$ cat config.mk
export PLATFORM = sky130hd
export DESIGN_NAME = stream_switch_packet_circuit_router
export DESIGN_NICKNAME = d
export VERILOG_FILES = /design/src/rtl/core/sspcr_pkg.sv /design/src/rtl/core/sspcr_front.sv /design/src/rtl/core/sspcr_fifo.sv /design/src/rtl/core/sspcr_back.sv /design/src/rtl/core/stream_switch_packet_circuit_router.sv
export SDC_FILE = /design/constraint.sdc
export NUM_CORES = 2
export LEC_CHECK = 0
export ABC_AREA = 0
export ABC_CLOCK_PERIOD_IN_PS = 17200
export BUFFER_PORTS_ARGS = -buffer_cell sky130_fd_sc_hd__buf_2
export CAP_MARGIN = 25
export CORE_MARGIN = 2
export CORE_UTILIZATION = 45
export CTS_BUF_LIST = sky130_fd_sc_hd__clkbuf_8
export DETAILED_ROUTE_END_ITERATION = 8
export GPL_ROUTABILITY_DRIVEN = 0
export PLACE_DENSITY = 0.66
export SYNTH_ARGS = -nofsm -noshare
export SYNTH_HDL_FRONTEND = slang
export SYNTH_HIERARCHICAL = 1
export SYNTH_SLANG_ARGS = --single-unit
$ cat constraint.sdc
create_clock -name clk -period 17.2 [get_ports clk]
set_clock_uncertainty 0.1 [all_clocks]
set_input_delay 1.72 -clock clk [delete_from_list [all_inputs] [get_ports clk]]
set_output_delay 1.72 -clock clk [all_outputs]
set_load 0.005 [all_outputs]
$ cat src/rtl/core/sspcr_pkg.sv
// Shared types, codes and defaults for the stream switch packet/circuit router.
// Used by every module in rtl/core; depends on nothing.
package sspcr_pkg;

  localparam int NumSlaves    = 32;
  localparam int NumMasters   = 32;
  localparam int SlotsPerPort = 4;

  typedef enum logic [1:0] {
    OP_BEAT   = 2'd0,
    OP_MASTER = 2'd1,
    OP_SLAVE  = 2'd2,
    OP_SLOT   = 2'd3
  } op_t;

  typedef enum logic [2:0] {
    ST_FWD         = 3'd0,
    ST_NO_LISTENER = 3'd1,
    ST_FULL        = 3'd2,
    ST_HDR_DROP    = 3'd3,
    ST_SLAVE_OFF   = 3'd4,
    ST_WRITTEN     = 3'd5
  } status_t;

  typedef struct packed {
    op_t         op;
    logic [4:0]  port;
    logic [4:0]  mst;
    logic [1:0]  slot;
    logic [31:0] val;
    logic [31:0] word;
    logic        last;
    logic [31:0] full;
    logic        port_ok;
    logic        mst_ok;
    logic        slot_ok;
  } item_t;

  typedef struct packed {
    logic       en;
    logic       pkt;
    logic       drop;
    logic [6:0] cfg;
  } master_ent_t;

  typedef struct packed {
    logic       en;
    logic [4:0] id;
    logic [4:0] mask;
    logic [1:0] msel;
    logic [2:0] arb;
  } slot_rule_t;

  typedef struct packed {
    logic       in_pkt;
    logic [2:0] arb;
    logic [1:0] msel;
  } track_t;

  typedef struct packed {
    status_t     status;
    logic [31:0] mask;
    logic [31:0] word;
    logic        last;
    logic        hdr;
    logic [2:0]  arb;
    logic [1:0]  msel;
  } result_t;

  function automatic slot_rule_t unpack_rule(input logic [31:0] v);
    slot_rule_t r;
    r.en   = v[8];
    r.id   = v[28:24];
    r.mask = v[20:16];
    r.msel = v[5:4];
    r.arb  = v[2:0];
    return r;
  endfunction

endpackage

$ cat src/rtl/core/sspcr_front.sv
// Front end: takes input beats, unpacks them and checks index ranges.
// Depends on sspcr_pkg.
module sspcr_front #(
  parameter int NUM_SLAVES     = sspcr_pkg::NumSlaves,
  parameter int NUM_MASTERS    = sspcr_pkg::NumMasters,
  parameter int SLOTS_PER_PORT = sspcr_pkg::SlotsPerPort
) (
  input  logic               s_tvalid,
  output logic               s_tready,
  input  logic [111:0]       s_tdata,
  input  logic [1:0]         s_tuser,
  input  logic               s_tlast,
  input  logic               q_ready,
  output logic               q_push,
  output sspcr_pkg::item_t   q_item
);

  assign s_tready = q_ready;
  assign q_push   = s_tvalid && q_ready;

  always_comb begin
    q_item.op      = sspcr_pkg::op_t'(s_tuser);
    q_item.port    = s_tdata[4:0];
    q_item.mst     = s_tdata[9:5];
    q_item.slot    = s_tdata[11:10];
    q_item.val     = s_tdata[43:12];
    q_item.word    = s_tdata[75:44];
    q_item.last    = s_tlast;
    q_item.full    = s_tdata[107:76];
    q_item.port_ok = 32'(s_tdata[4:0]) < NUM_SLAVES;
    q_item.mst_ok  = 32'(s_tdata[9:5]) < NUM_MASTERS;
    q_item.slot_ok = 32'(s_tdata[11:10]) < SLOTS_PER_PORT;
  end

endmodule

$ cat src/rtl/core/sspcr_fifo.sv
// Two-entry queue between the front end and the execution back end.
// Depends on sspcr_pkg.
module sspcr_fifo (
  input  logic             clk,
  input  logic             rst,
  input  logic             push,
  input  sspcr_pkg::item_t push_item,
  output logic             ready,
  input  logic             pop,
  output logic             valid,
  output sspcr_pkg::item_t head
);

  sspcr_pkg::item_t entries [2];
  logic       wr_ptr;
  logic       rd_ptr;
  logic [1:0] count;

  assign ready = count != 2'd2;
  assign valid = count != 2'd0;
  assign head  = entries[rd_ptr];

  always_ff @(posedge clk) begin
    if (push) begin
      entries[wr_ptr] <= push_item;
    end
  end

  always_ff @(posedge clk) begin
    if (rst) begin
      wr_ptr <= 1'b0;
      rd_ptr <= 1'b0;
      count  <= 2'd0;
    end else begin
      if (push) begin
        wr_ptr <= ~wr_ptr;
      end
      if (pop) begin
        rd_ptr <= ~rd_ptr;
      end
      count <= count + 2'(push) - 2'(pop);
    end
  end

endmodule

$ cat src/rtl/core/sspcr_back.sv
// Back end: routing tables, slot rule memory, beat routing and the result register.
// Depends on sspcr_pkg.
module sspcr_back #(
  parameter int NUM_SLAVES     = sspcr_pkg::NumSlaves,
  parameter int NUM_MASTERS    = sspcr_pkg::NumMasters,
  parameter int SLOTS_PER_PORT = sspcr_pkg::SlotsPerPort
) (
  input  logic                clk,
  input  logic                rst,
  input  logic                q_valid,
  input  sspcr_pkg::item_t    q_item,
  output logic                q_pop,
  output logic                out_valid,
  input  logic                out_ready,
  output sspcr_pkg::result_t  out_res
);

  localparam int MEFF = (NUM_MASTERS < 32) ? NUM_MASTERS : 32;
  localparam int SIW  = (NUM_SLAVES > 1) ? $clog2(NUM_SLAVES) : 1;
  localparam int MIW  = (MEFF > 1) ? $clog2(MEFF) : 1;

  sspcr_pkg::master_ent_t master_tbl [MEFF];
  logic [1:0]             slave_tbl  [NUM_SLAVES];
  sspcr_pkg::track_t      track      [NUM_SLAVES];
  sspcr_pkg::slot_rule_t  rule_mem   [NUM_SLAVES][SLOTS_PER_PORT];
  logic [NUM_SLAVES-1:0]  row_valid;

  logic                   ex_valid;
  sspcr_pkg::item_t       ex;
  sspcr_pkg::slot_rule_t  rd_row [SLOTS_PER_PORT];
  logic                   rd_vld;

  // A slot write that lands on the row being read in the same cycle is patched in afterwards.
  logic                      byp_valid;
  logic [SLOTS_PER_PORT-1:0] byp_lanes;
  sspcr_pkg::slot_rule_t     byp_row [SLOTS_PER_PORT];

  logic                      ex_adv;
  logic                      load;
  logic [SIW-1:0]            q_idx;
  logic [SIW-1:0]            ex_idx;
  logic [MIW-1:0]            m_idx;
  logic                      mem_we;
  logic [SLOTS_PER_PORT-1:0] wr_lanes;
  sspcr_pkg::slot_rule_t     wr_row [SLOTS_PER_PORT];
  sspcr_pkg::slot_rule_t     eff_row [SLOTS_PER_PORT];
  sspcr_pkg::result_t        res_next;
  logic                      trk_we;
  sspcr_pkg::track_t         trk_next;

  assign ex_adv = ex_valid && (!out_valid || out_ready);
  assign load   = q_valid && (!ex_valid || ex_adv);
  assign q_pop  = load;
  assign q_idx  = SIW'(q_item.port);
  assign ex_idx = SIW'(ex.port);
  assign m_idx  = MIW'(ex.mst);
  assign mem_we = ex_adv && ex.op == sspcr_pkg::OP_SLOT && ex.port_ok && ex.slot_ok;

  always_comb begin
    for (int l = 0; l < SLOTS_PER_PORT; l++) begin
      wr_lanes[l] = !row_valid[ex_idx] || 32'(ex.slot) == l;
      wr_row[l]   = (32'(ex.slot) == l) ? sspcr_pkg::unpack_rule(ex.val) : '0;
      eff_row[l]  = rd_vld ? rd_row[l] : '0;
      if (byp_valid && byp_lanes[l]) begin
        eff_row[l] = byp_row[l];
      end
    end
  end

  // The patch is captured with the beat and held for as long as the beat waits in execute.
  always_ff @(posedge clk) begin
    if (load) begin
      ex        <= q_item;
      rd_row    <= rule_mem[q_idx];
      rd_vld    <= row_valid[q_idx];
      byp_lanes <= wr_lanes;
      byp_row   <= wr_row;
    end
    if (mem_we) begin
      for (int l = 0; l < SLOTS_PER_PORT; l++) begin
        if (wr_lanes[l]) begin
          rule_mem[ex_idx][l] <= wr_row[l];
        end
      end
    end
  end

  // Routing of the beat held in the execute register.
  always_comb begin
    logic [MEFF-1:0]     cand;
    logic [MEFF-1:0]     free;
    logic [MEFF-1:0]     listen;
    logic [MEFF-1:0]     dests;
    logic [MEFF-1:0]     drops;
    logic [MEFF-1:0]     full_m;
    logic                hdr;
    logic                hit;
    logic [2:0]          arb;
    logic [1:0]          msel;
    logic [2:0]          h_arb;
    logic [1:0]          h_msel;
    logic [3:0]          sel;
    sspcr_pkg::track_t   trk;

    res_next = '0;
    trk_we   = 1'b0;
    trk_next = '0;
    trk      = track[ex_idx];
    hdr      = !trk.in_pkt;
    full_m   = MEFF'(ex.full);
    hit      = 1'b0;
    h_arb    = '0;
    h_msel   = '0;
    for (int s = SLOTS_PER_PORT - 1; s >= 0; s--) begin
      if (eff_row[s].en && (ex.word[4:0] & eff_row[s].mask) == eff_row[s].id) begin
        hit    = 1'b1;
        h_arb  = eff_row[s].arb;
        h_msel = eff_row[s].msel;
      end
    end
    arb  = hdr ? h_arb : trk.arb;
    msel = hdr ? h_msel : trk.msel;
    for (int m = 0; m < MEFF; m++) begin
      sel       = master_tbl[m].cfg[6:3];
      cand[m]   = master_tbl[m].en && !master_tbl[m].pkt
                  && master_tbl[m].cfg == {2'b00, ex.port};
      listen[m] = master_tbl[m].en && master_tbl[m].pkt
                  && master_tbl[m].cfg[2:0] == arb && sel[msel];
      drops[m]  = master_tbl[m].drop;
    end
    free  = cand & ~full_m;
    dests = listen & ~(hdr ? drops : '0);

    if (ex.op != sspcr_pkg::OP_BEAT) begin
      res_next.status = sspcr_pkg::ST_WRITTEN;
    end else if (!ex.port_ok || !slave_tbl[ex_idx][1]) begin
      res_next.status = sspcr_pkg::ST_SLAVE_OFF;
    end else if (!slave_tbl[ex_idx][0]) begin
      if (free != '0) begin
        res_next.status = sspcr_pkg::ST_FWD;
        res_next.mask   = 32'(free & (~free + 1'b1));
        res_next.word   = ex.word;
        res_next.last   = ex.last;
      end else if (cand != '0) begin
        res_next.status = sspcr_pkg::ST_FULL;
      end else begin
        res_next.status = sspcr_pkg::ST_NO_LISTENER;
      end
    end else if (hdr && !hit) begin
      res_next.status = sspcr_pkg::ST_HDR_DROP;
      res_next.hdr    = 1'b1;
    end else begin
      res_next.hdr  = hdr;
      res_next.arb  = arb;
      res_next.msel = msel;
      if (listen == '0) begin
        res_next.status = sspcr_pkg::ST_NO_LISTENER;
      end else if ((dests & full_m) != '0) begin
        res_next.status = sspcr_pkg::ST_FULL;
      end else begin
        res_next.status = sspcr_pkg::ST_FWD;
        res_next.mask   = 32'(dests);
        res_next.word   = ex.word;
        res_next.last   = ex.last;
        trk_we          = 1'b1;
        trk_next        = '{in_pkt: !ex.last, arb: arb, msel: msel};
      end
    end
  end

  always_ff @(posedge clk) begin
    if (rst) begin
      ex_valid  <= 1'b0;
      out_valid <= 1'b0;
      byp_valid <= 1'b0;
      row_valid <= '0;
      for (int m = 0; m < MEFF; m++) begin
        master_tbl[m] <= '0;
      end
      for (int p = 0; p < NUM_SLAVES; p++) begin
        slave_tbl[p] <= '0;
        track[p]     <= '0;
      end
    end else begin
      if (load) begin
        byp_valid <= mem_we && q_idx == ex_idx;
      end
      if (load) begin
        ex_valid <= 1'b1;
      end else if (ex_adv) begin
        ex_valid <= 1'b0;
      end
      if (ex_adv) begin
        out_valid <= 1'b1;
      end else if (out_ready) begin
        out_valid <= 1'b0;
      end
      if (ex_adv) begin
        if (ex.op == sspcr_pkg::OP_MASTER && ex.mst_ok) begin
          master_tbl[m_idx] <= '{en: ex.val[31], pkt: ex.val[30], drop: ex.val[7],
                                 cfg: ex.val[6:0]};
        end
        if (ex.op == sspcr_pkg::OP_SLAVE && ex.port_ok) begin
          slave_tbl[ex_idx] <= ex.val[31:30];
          track[ex_idx]     <= '0;
        end
        if (mem_we) begin
          row_valid[ex_idx] <= 1'b1;
        end
        if (ex.op == sspcr_pkg::OP_BEAT && trk_we) begin
          track[ex_idx] <= trk_next;
        end
      end
    end
  end

  always_ff @(posedge clk) begin
    if (ex_adv) begin
      out_res <= res_next;
    end
  end

`ifndef SYNTHESIS
  a_mask_only_fwd: assert property (@(posedge clk) disable iff (rst)
    out_valid && out_res.status != sspcr_pkg::ST_FWD |-> out_res.mask == '0 && out_res.word == '0)
    else $error("mask or word set on a beat that was not forwarded");
  a_written_clean: assert property (@(posedge clk) disable iff (rst)
    out_valid && out_res.status == sspcr_pkg::ST_WRITTEN |-> !out_res.hdr && out_res.arb == '0)
    else $error("register write reported routing information");
  a_no_load_when_stuck: assert property (@(posedge clk) disable iff (rst)
    ex_valid && out_valid && !out_ready |-> !load)
    else $error("execute register overwritten while stalled");
  a_reset_empty: assert property (@(posedge clk)
    rst |=> !out_valid && !ex_valid)
    else $error("pipeline not empty after reset");
`endif

endmodule

$ cat src/rtl/core/stream_switch_packet_circuit_router.sv
// Stream switch router, packet and circuit modes. Results are registered; one item per cycle
// is sustained unless the output stalls, limited by the single execute stage that reads and
// updates the routing tables. The slot rule memory read is registered, with a bypass for a
// write to the same row. Reset (synchronous) disables every master, slave and slot rule and
// clears all packets in flight at once; there is no clearing pass.
module stream_switch_packet_circuit_router #(
  parameter int NUM_SLAVES     = sspcr_pkg::NumSlaves,
  parameter int NUM_MASTERS    = sspcr_pkg::NumMasters,
  parameter int SLOTS_PER_PORT = sspcr_pkg::SlotsPerPort
) (
  input  logic         clk,
  input  logic         rst,
  input  logic         s_tvalid,
  output logic         s_tready,
  // port[4:0], master[9:5], slot[11:10], reg_value[43:12], beat_word[75:44],
  // master_full[107:76], zero [111:108]
  input  logic [111:0] s_tdata,
  // op[1:0]
  input  logic [1:0]   s_tuser,
  input  logic         s_tlast,
  output logic         m_tvalid,
  input  logic         m_tready,
  // deliver_mask[31:0], out_word[63:32], route_arbiter[66:64], route_msel[68:67], zero [71:69]
  output logic [71:0]  m_tdata,
  // status[2:0], was_header[3]
  output logic [3:0]   m_tuser,
  output logic         m_tlast
);

  sspcr_pkg::item_t   push_item;
  sspcr_pkg::item_t   head;
  sspcr_pkg::result_t res;
  logic               q_ready;
  logic               push;
  logic               pop;
  logic               q_valid;

  sspcr_front #(
    .NUM_SLAVES(NUM_SLAVES), .NUM_MASTERS(NUM_MASTERS), .SLOTS_PER_PORT(SLOTS_PER_PORT)
  ) u_front (
    .s_tvalid(s_tvalid), .s_tready(s_tready), .s_tdata(s_tdata), .s_tuser(s_tuser),
    .s_tlast(s_tlast), .q_ready(q_ready), .q_push(push), .q_item(push_item)
  );

  sspcr_fifo u_fifo (
    .clk(clk), .rst(rst), .push(push), .push_item(push_item), .ready(q_ready),
    .pop(pop), .valid(q_valid), .head(head)
  );

  sspcr_back #(
    .NUM_SLAVES(NUM_SLAVES), .NUM_MASTERS(NUM_MASTERS), .SLOTS_PER_PORT(SLOTS_PER_PORT)
  ) u_back (
    .clk(clk), .rst(rst), .q_valid(q_valid), .q_item(head), .q_pop(pop),
    .out_valid(m_tvalid), .out_ready(m_tready), .out_res(res)
  );

  assign m_tdata = {3'b000, res.msel, res.arb, res.word, res.mask};
  assign m_tuser = {res.hdr, res.status};
  assign m_tlast = res.last;

endmodule
* Yosys cells after proc, flatten, opt, wreduce, memory -nomap -nowiden
Memories as Yosys holds them, arrays and structs flattened. A register that Yosys moved wholly into a read port is not among the register bits.
Cells that the tools add are included.
** Cells by class
- Add/subtract/negate cells :: 3
- Multipliers :: 0
- Shifts and indexed selects :: 0
- Equal/unequal tests :: 76
- Bitwise logic cells :: 16
- Mux-type cells :: 167
- Reduce and logical (&&, ||, !) cells :: 244
- Divide/modulo/power cells :: 0
- Order comparisons :: 4
** Operator list (number)
- $mux 65 :: 4
- $eq 7x5->1 :: 32
- $mux 16 :: 12
- $logic_and 1x1->1 :: 180
- $and 32x32->32 :: 4
- $eq 3x3->1 :: 32
- $not 32->32 :: 3
- $reduce_bool 32->1 :: 3
- $mux 1 :: 84
- $mux 68 :: 1
- $bmux 1 s2 :: 32
- $mux 6 :: 8
- $logic_not 1->1 :: 40
- $add 32x1->32 const B :: 1
- $logic_not 32->1 :: 1
- $mux 32 :: 1
- $or 32x32->32 :: 1
- $eq 5x5->1 :: 5
- $mux 5 :: 5
- $mux 3 :: 8
- $and 5x5->5 :: 4
- $mux 2 :: 8
- $lt 5x6->1 const B :: 2
- $bmux 1 s5 :: 2
- 20 further kinds :: 37
** Word-level totals
- Register bits :: 296
- Memories kept :: 5
- Bits in latches :: 0
- Input bits :: 119
- Output and inout port bits :: 79
- Bits in writable memories :: 2846
- Bits in read-only memories :: 0
** Memory list
- u_back.rule_mem :: words 32, bits a word 64, rd ports 1, clocked after memory_dff 1, write ports 1, line sspcr_back.sv:25 : sspcr_pkg::slot_rule_t rule_mem [NUM_SLAVES][SLOTS_PER_PORT];
- u_back.master_tbl :: words 32, bits a word 10, rd ports 32, clocked after memory_dff 0, write ports 32, line sspcr_back.sv:22 : sspcr_pkg::master_ent_t master_tbl [MEFF];
- u_fifo.entries :: words 2, bits a word 111, rd ports 1, clocked after memory_dff 1, write ports 1, line sspcr_fifo.sv:14 : sspcr_pkg::item_t entries [2];
- u_back.track :: words 32, bits a word 6, rd ports 1, clocked after memory_dff 1, write ports 32, line sspcr_back.sv:24 : sspcr_pkg::track_t track [NUM_SLAVES];
- u_back.slave_tbl :: words 32, bits a word 2, rd ports 1, clocked after memory_dff 1, write ports 32, line sspcr_back.sv:23 : logic [1:0] slave_tbl [NUM_SLAVES];

* Longest topological paths before layout
- Word-level depth :: 30
- Mapped depth :: 23

* Cells and area by module
The synthesis kept the hierarchy.
** Modules (own cells, without submodules)
- sspcr_back :: cells each 6596, area an instance 122642.6 sq um, times used 1, seq. area each 88905.3 sq um
- sspcr_fifo :: cells each 376, area an instance 8690.8 sq um, times used 1, seq. area each 6946.7 sq um
- sspcr_front :: cells each 117, area an instance 873.3 sq um, times used 1, seq. area each 0.0 sq um
- stream_switch_packet_circuit_router :: cells each 4, area an instance 26.3 sq um, times used 1, seq. area each 0.0 sq um

* Worst setup path before layout
OpenSTA, ideal clock, no wires.
- Kind :: input to register
- Start :: input port m_tready
- End :: register u_fifo.count[1]
- Data arrival time :: 7.926 ns
- Cell stages on the path :: 9
- Buffers on the path :: 0
- Path slack :: 9.110 ns
- Required time :: 17.036 ns
- Path through :: nor2b_1 nand2_1 nand2_1 inv_1 ha_1 inv_1 ha_1 xnor3_1 nor2_1
** On the way
- Word-level cells in the longest chain between the ends :: 5
** Ends and longest elaborated chain
- start: declaration :: line stream_switch_packet_circuit_router.sv:22 : input logic m_tready,
- $logic_or 1x1->1 :: line sspcr_back.sv:51 : assign ex_adv = ex_valid && (!out_valid || out_ready);
- $logic_and 1x1->1 :: line sspcr_back.sv:51
- $logic_or 1x1->1 :: line sspcr_back.sv:52 : assign load = q_valid && (!ex_valid || ex_adv);
- $logic_and 1x1->1 :: line sspcr_back.sv:52
- net pop :: line stream_switch_packet_circuit_router.sv:35 : logic pop;
- $sub 2x1->2 :: line sspcr_fifo.sv:41 : count <= count + 2'(push) - 2'(pop);
- end signal: assignment :: line sspcr_fifo.sv:41
- end: declaration :: line sspcr_fifo.sv:17 : logic [1:0] count;
The timed path passes the listed nets, and every way through them passes these cells.
A chain may end at the register's enable or synchronous reset.

==> results.py <==
metrics = {
    "status": {
        "status": "completed",
    },
    "finish": {
        "final_util": 0.507,
        "syn_to_final_growth_pct": 12.2,
        "fill_cells": 23100,
        "drive_gt1_frac": 0.288,
        "nets": 7604,
        "layout.cells.non_filler": 11800,
    },
    "clocking": {
        "cts_root_buf": "clkbuf_8",
        "cts_setup_buffers": 0,
        "cts_made_buffers": 522,
        "clk_path_buf_depth": 4,
        "clk_pin_slew_worst_paths_ns": 0.06,
        "tritoncts": "built",
        "cts.sinks": 3185,
        "ctsHtreeMaxLevel": 6,
        "post_cts.resized_instances": 0,
        "insertion_delay_ns": 1.05,
        "cts-hold-fix-buffers": 0,
    },
    "timing": {
        "maxSlewViolCount": 0,
        "fmax_mhz": 100,
        "fin_setup_tns_ns": 0,
        "final.period_utilization": 0.579,
        "worst_pin_slew_ns": 1.36,
        "setup_violations": 0,
        "relSlewSlack": 0.0922,
        "rsz0062_at_grt": "no",
        "hold_viol_final": 0,
        "period_needed_ns": 9.97,
    },
    "grt": {
        "antenna_found_initial": 26,
        "grt_pass1_vias": 69500,
        "grt_max_degree": 141,
        "grt_pass1_wl_um": 481000,
        "gr-total-overflow": 0,
        "grtUsageTotal": 0.224,
    },
    "critical_path": {
        "crit_type": "flop to flop",
        "crit_required_ns": 17.72,
        "end_kind": "flop",
        "crit_slowest_cell": "or4_1",
        "cp-start-kind": "flop",
        "cpMostUsedCell": "buf_4",
        "path_buf_inv": 4,
        "cp_top_family": "simple AND/OR/NAND/NOR gates",
        "ff2ff_setup_slack_ns": 7.23,
        "slowest_delay_ns": 0.82,
        "path_cells": "buf_4, and2_1, o21ai_1, and3_1, or4_1, or4_1, o311a_1, o21ai_4, buf_4, mux2_2, o2111ai_1, and4_1, nand4_1, or4_1, nand3_4, buf_4, buf_4, o21bai_1",
        "worst_ep_arrival_time_ns": 10.48,
        "critPathMaxFanout": 81,
    },
    "hold_path": {
        "hold_path.class": "flop to flop",
    },
    "power_and_ir_drop": {
        "power_frac_seq": 0.442,
        "p_comb_frac": 0.293,
        "p_leak_uw": 0.0489,
        "p_sw_uw": 7490,
        "powerDensity_mw_per_mm2": 152,
        "p_int_uw": 15000,
        "ir_drop_mv": 0.447,
        "pwr-share-clk": 0.266,
        "p_sw_frac": 0.333,
    },
    "route": {
        "antenna_left": 0,
        "vias": 69600,
        "via_per_inst": 5.92,
        "wl_per_cell_um": 28.7,
        "drt-total-wl_um": 338000,
        "drc": 0,
        "dr.pass1.iters": 6,
        "drt_iter0_markers": 8592,
    },
    "placed_design": {
        "dp_hpwl_um": 200000,
        "io_buffers": 179,
        "placed_cells": 10800,
    },
    "yosys": {
        "syn_avg_cell_area_um2": 18.6,
        "syn_area_mm2": 0.131,
        "yosys_warnings": 6,
        "synth_cells": 7049,
    },
    "floorplan": {
        "dieArea_mm2": 0.296,
        "io_pins": 198,
        "rows": 198,
        "die_h_um": 544,
        "core_mm2": 0.291,
        "dieWidth_um": 544,
        "start_util": 0.452,
    },
    "flow_run": {
        "cap_violations": 0,
    },
}
[final timing paths]
check	to	cells after the start	from
worst min-delay path	u_back/row_valid[8]	2	u_back/row_valid[8]
worst min register to register	u_back/row_valid[8]	2	u_back/row_valid[8]
worst max register to register	u_back/track[3][4]	18	u_back/byp_valid
worst max-delay path	u_back/track[3][4]	18	u_back/byp_valid
[cells in the final DEF (no fill, tap or decap), types with 37 or more instances in the layout]
cell / n
a21oi_1: 72
and2_1: 390
and3_1: 74
buf_16: 37
buf_2: 178
buf_4: 207
clkbuf_8: 533
clkinv_1: 86
clkinv_2: 41
dfxtp_1: 41
edfxtp_1: 3140
inv_1: 226
mux2_2: 120
mux2_4: 44
mux2i_1: 67
mux4_2: 739
nand2_1: 275
nand3_1: 93
nand4_1: 59
nor2_1: 219
nor2_2: 119
nor3_1: 133
nor3_2: 58
nor4_1: 70
or2_2: 38
xnor2_1: 105
xor2_1: 134
[power by group through the flow]
stage          clock network, µW  registers, µW  logic, µW
2_1_floorplan                  0           9950       4260
3_3_place_gp                   0          10100       6210
3_5_place_dp                   0          10100       6330
4_1_cts                     6090           9950       6340
5_1_grt                     6430           9950       6890
6_report                    5970           9920       6580
[cell type report]
cell class | instances | area [µm²] | area share
diodes | 13 | 32.5 | 0.000221
clock buffers | 533 | 7340 | 0.0498
clock inverters | 347 | 1830 | 0.0124
inverters | 60 | 234 | 0.00159
multi-input cells | 3257 | 33800 | 0.229
flip-flops and latches | 3185 | 95200 | 0.646
well taps | 3900 | 4880 | 0.0331
repair buffers | 457 | 4130 | 0.0280
[registers in the layout, summed over array words and instances (netlist names), 5 cells and up, named ones only]
signal	count
u_back/byp_row	64
u_back/ex	93
u_back/ex_idx	5
u_back/m_idx	5
u_back/master_tbl	320
u_back/out_res	74
u_back/rd_row	64
u_back/row_valid	32
u_back/rule_mem	2048
u_back/slave_tbl	64
u_back/track	192
u_fifo/entries	206
[through the flow]
stage	total power (µW)	setup WS [ns]	area, µm²	hold slack, ns
after floorplan	14200	9.11	131000	0.332
after CTS	22400	7.41	146000	0.364
after global placement	16300	7.57	137000	0.339
final	22500	7.23	147000	0.366
after global routing	23300	7.00	147000	0.380
after detailed placement	16400	7.46	137000	0.355
[routing by layer]
metal	vias to the layer above	global-route usage	part of all wire
met4	2	0.0744	0.032
li1	28900	-	-
met1	36300	0.305	0.39
met5	-	0	0.000039
met3	676	0.0458	0.098
met2	3661	0.362	0.48
[worst register-to-register path: stages, from the launching register on]
cell and delay (ns):
dfxtp_1 0.34, buf_4 0.38, and2_1 0.64, o21ai_1 0.20, and3_1 0.20, or4_1 0.48
or4_1 0.82, o311a_1 0.58, o21ai_4 0.16, buf_4 0.65, mux2_2 0.43, o2111ai_1 0.57
and4_1 0.42, nand4_1 0.20, or4_1 0.68, nand3_4 0.69, buf_4 0.71, buf_4 0.89
o21bai_1 0.46
Power figures use the tool's default switching activity.
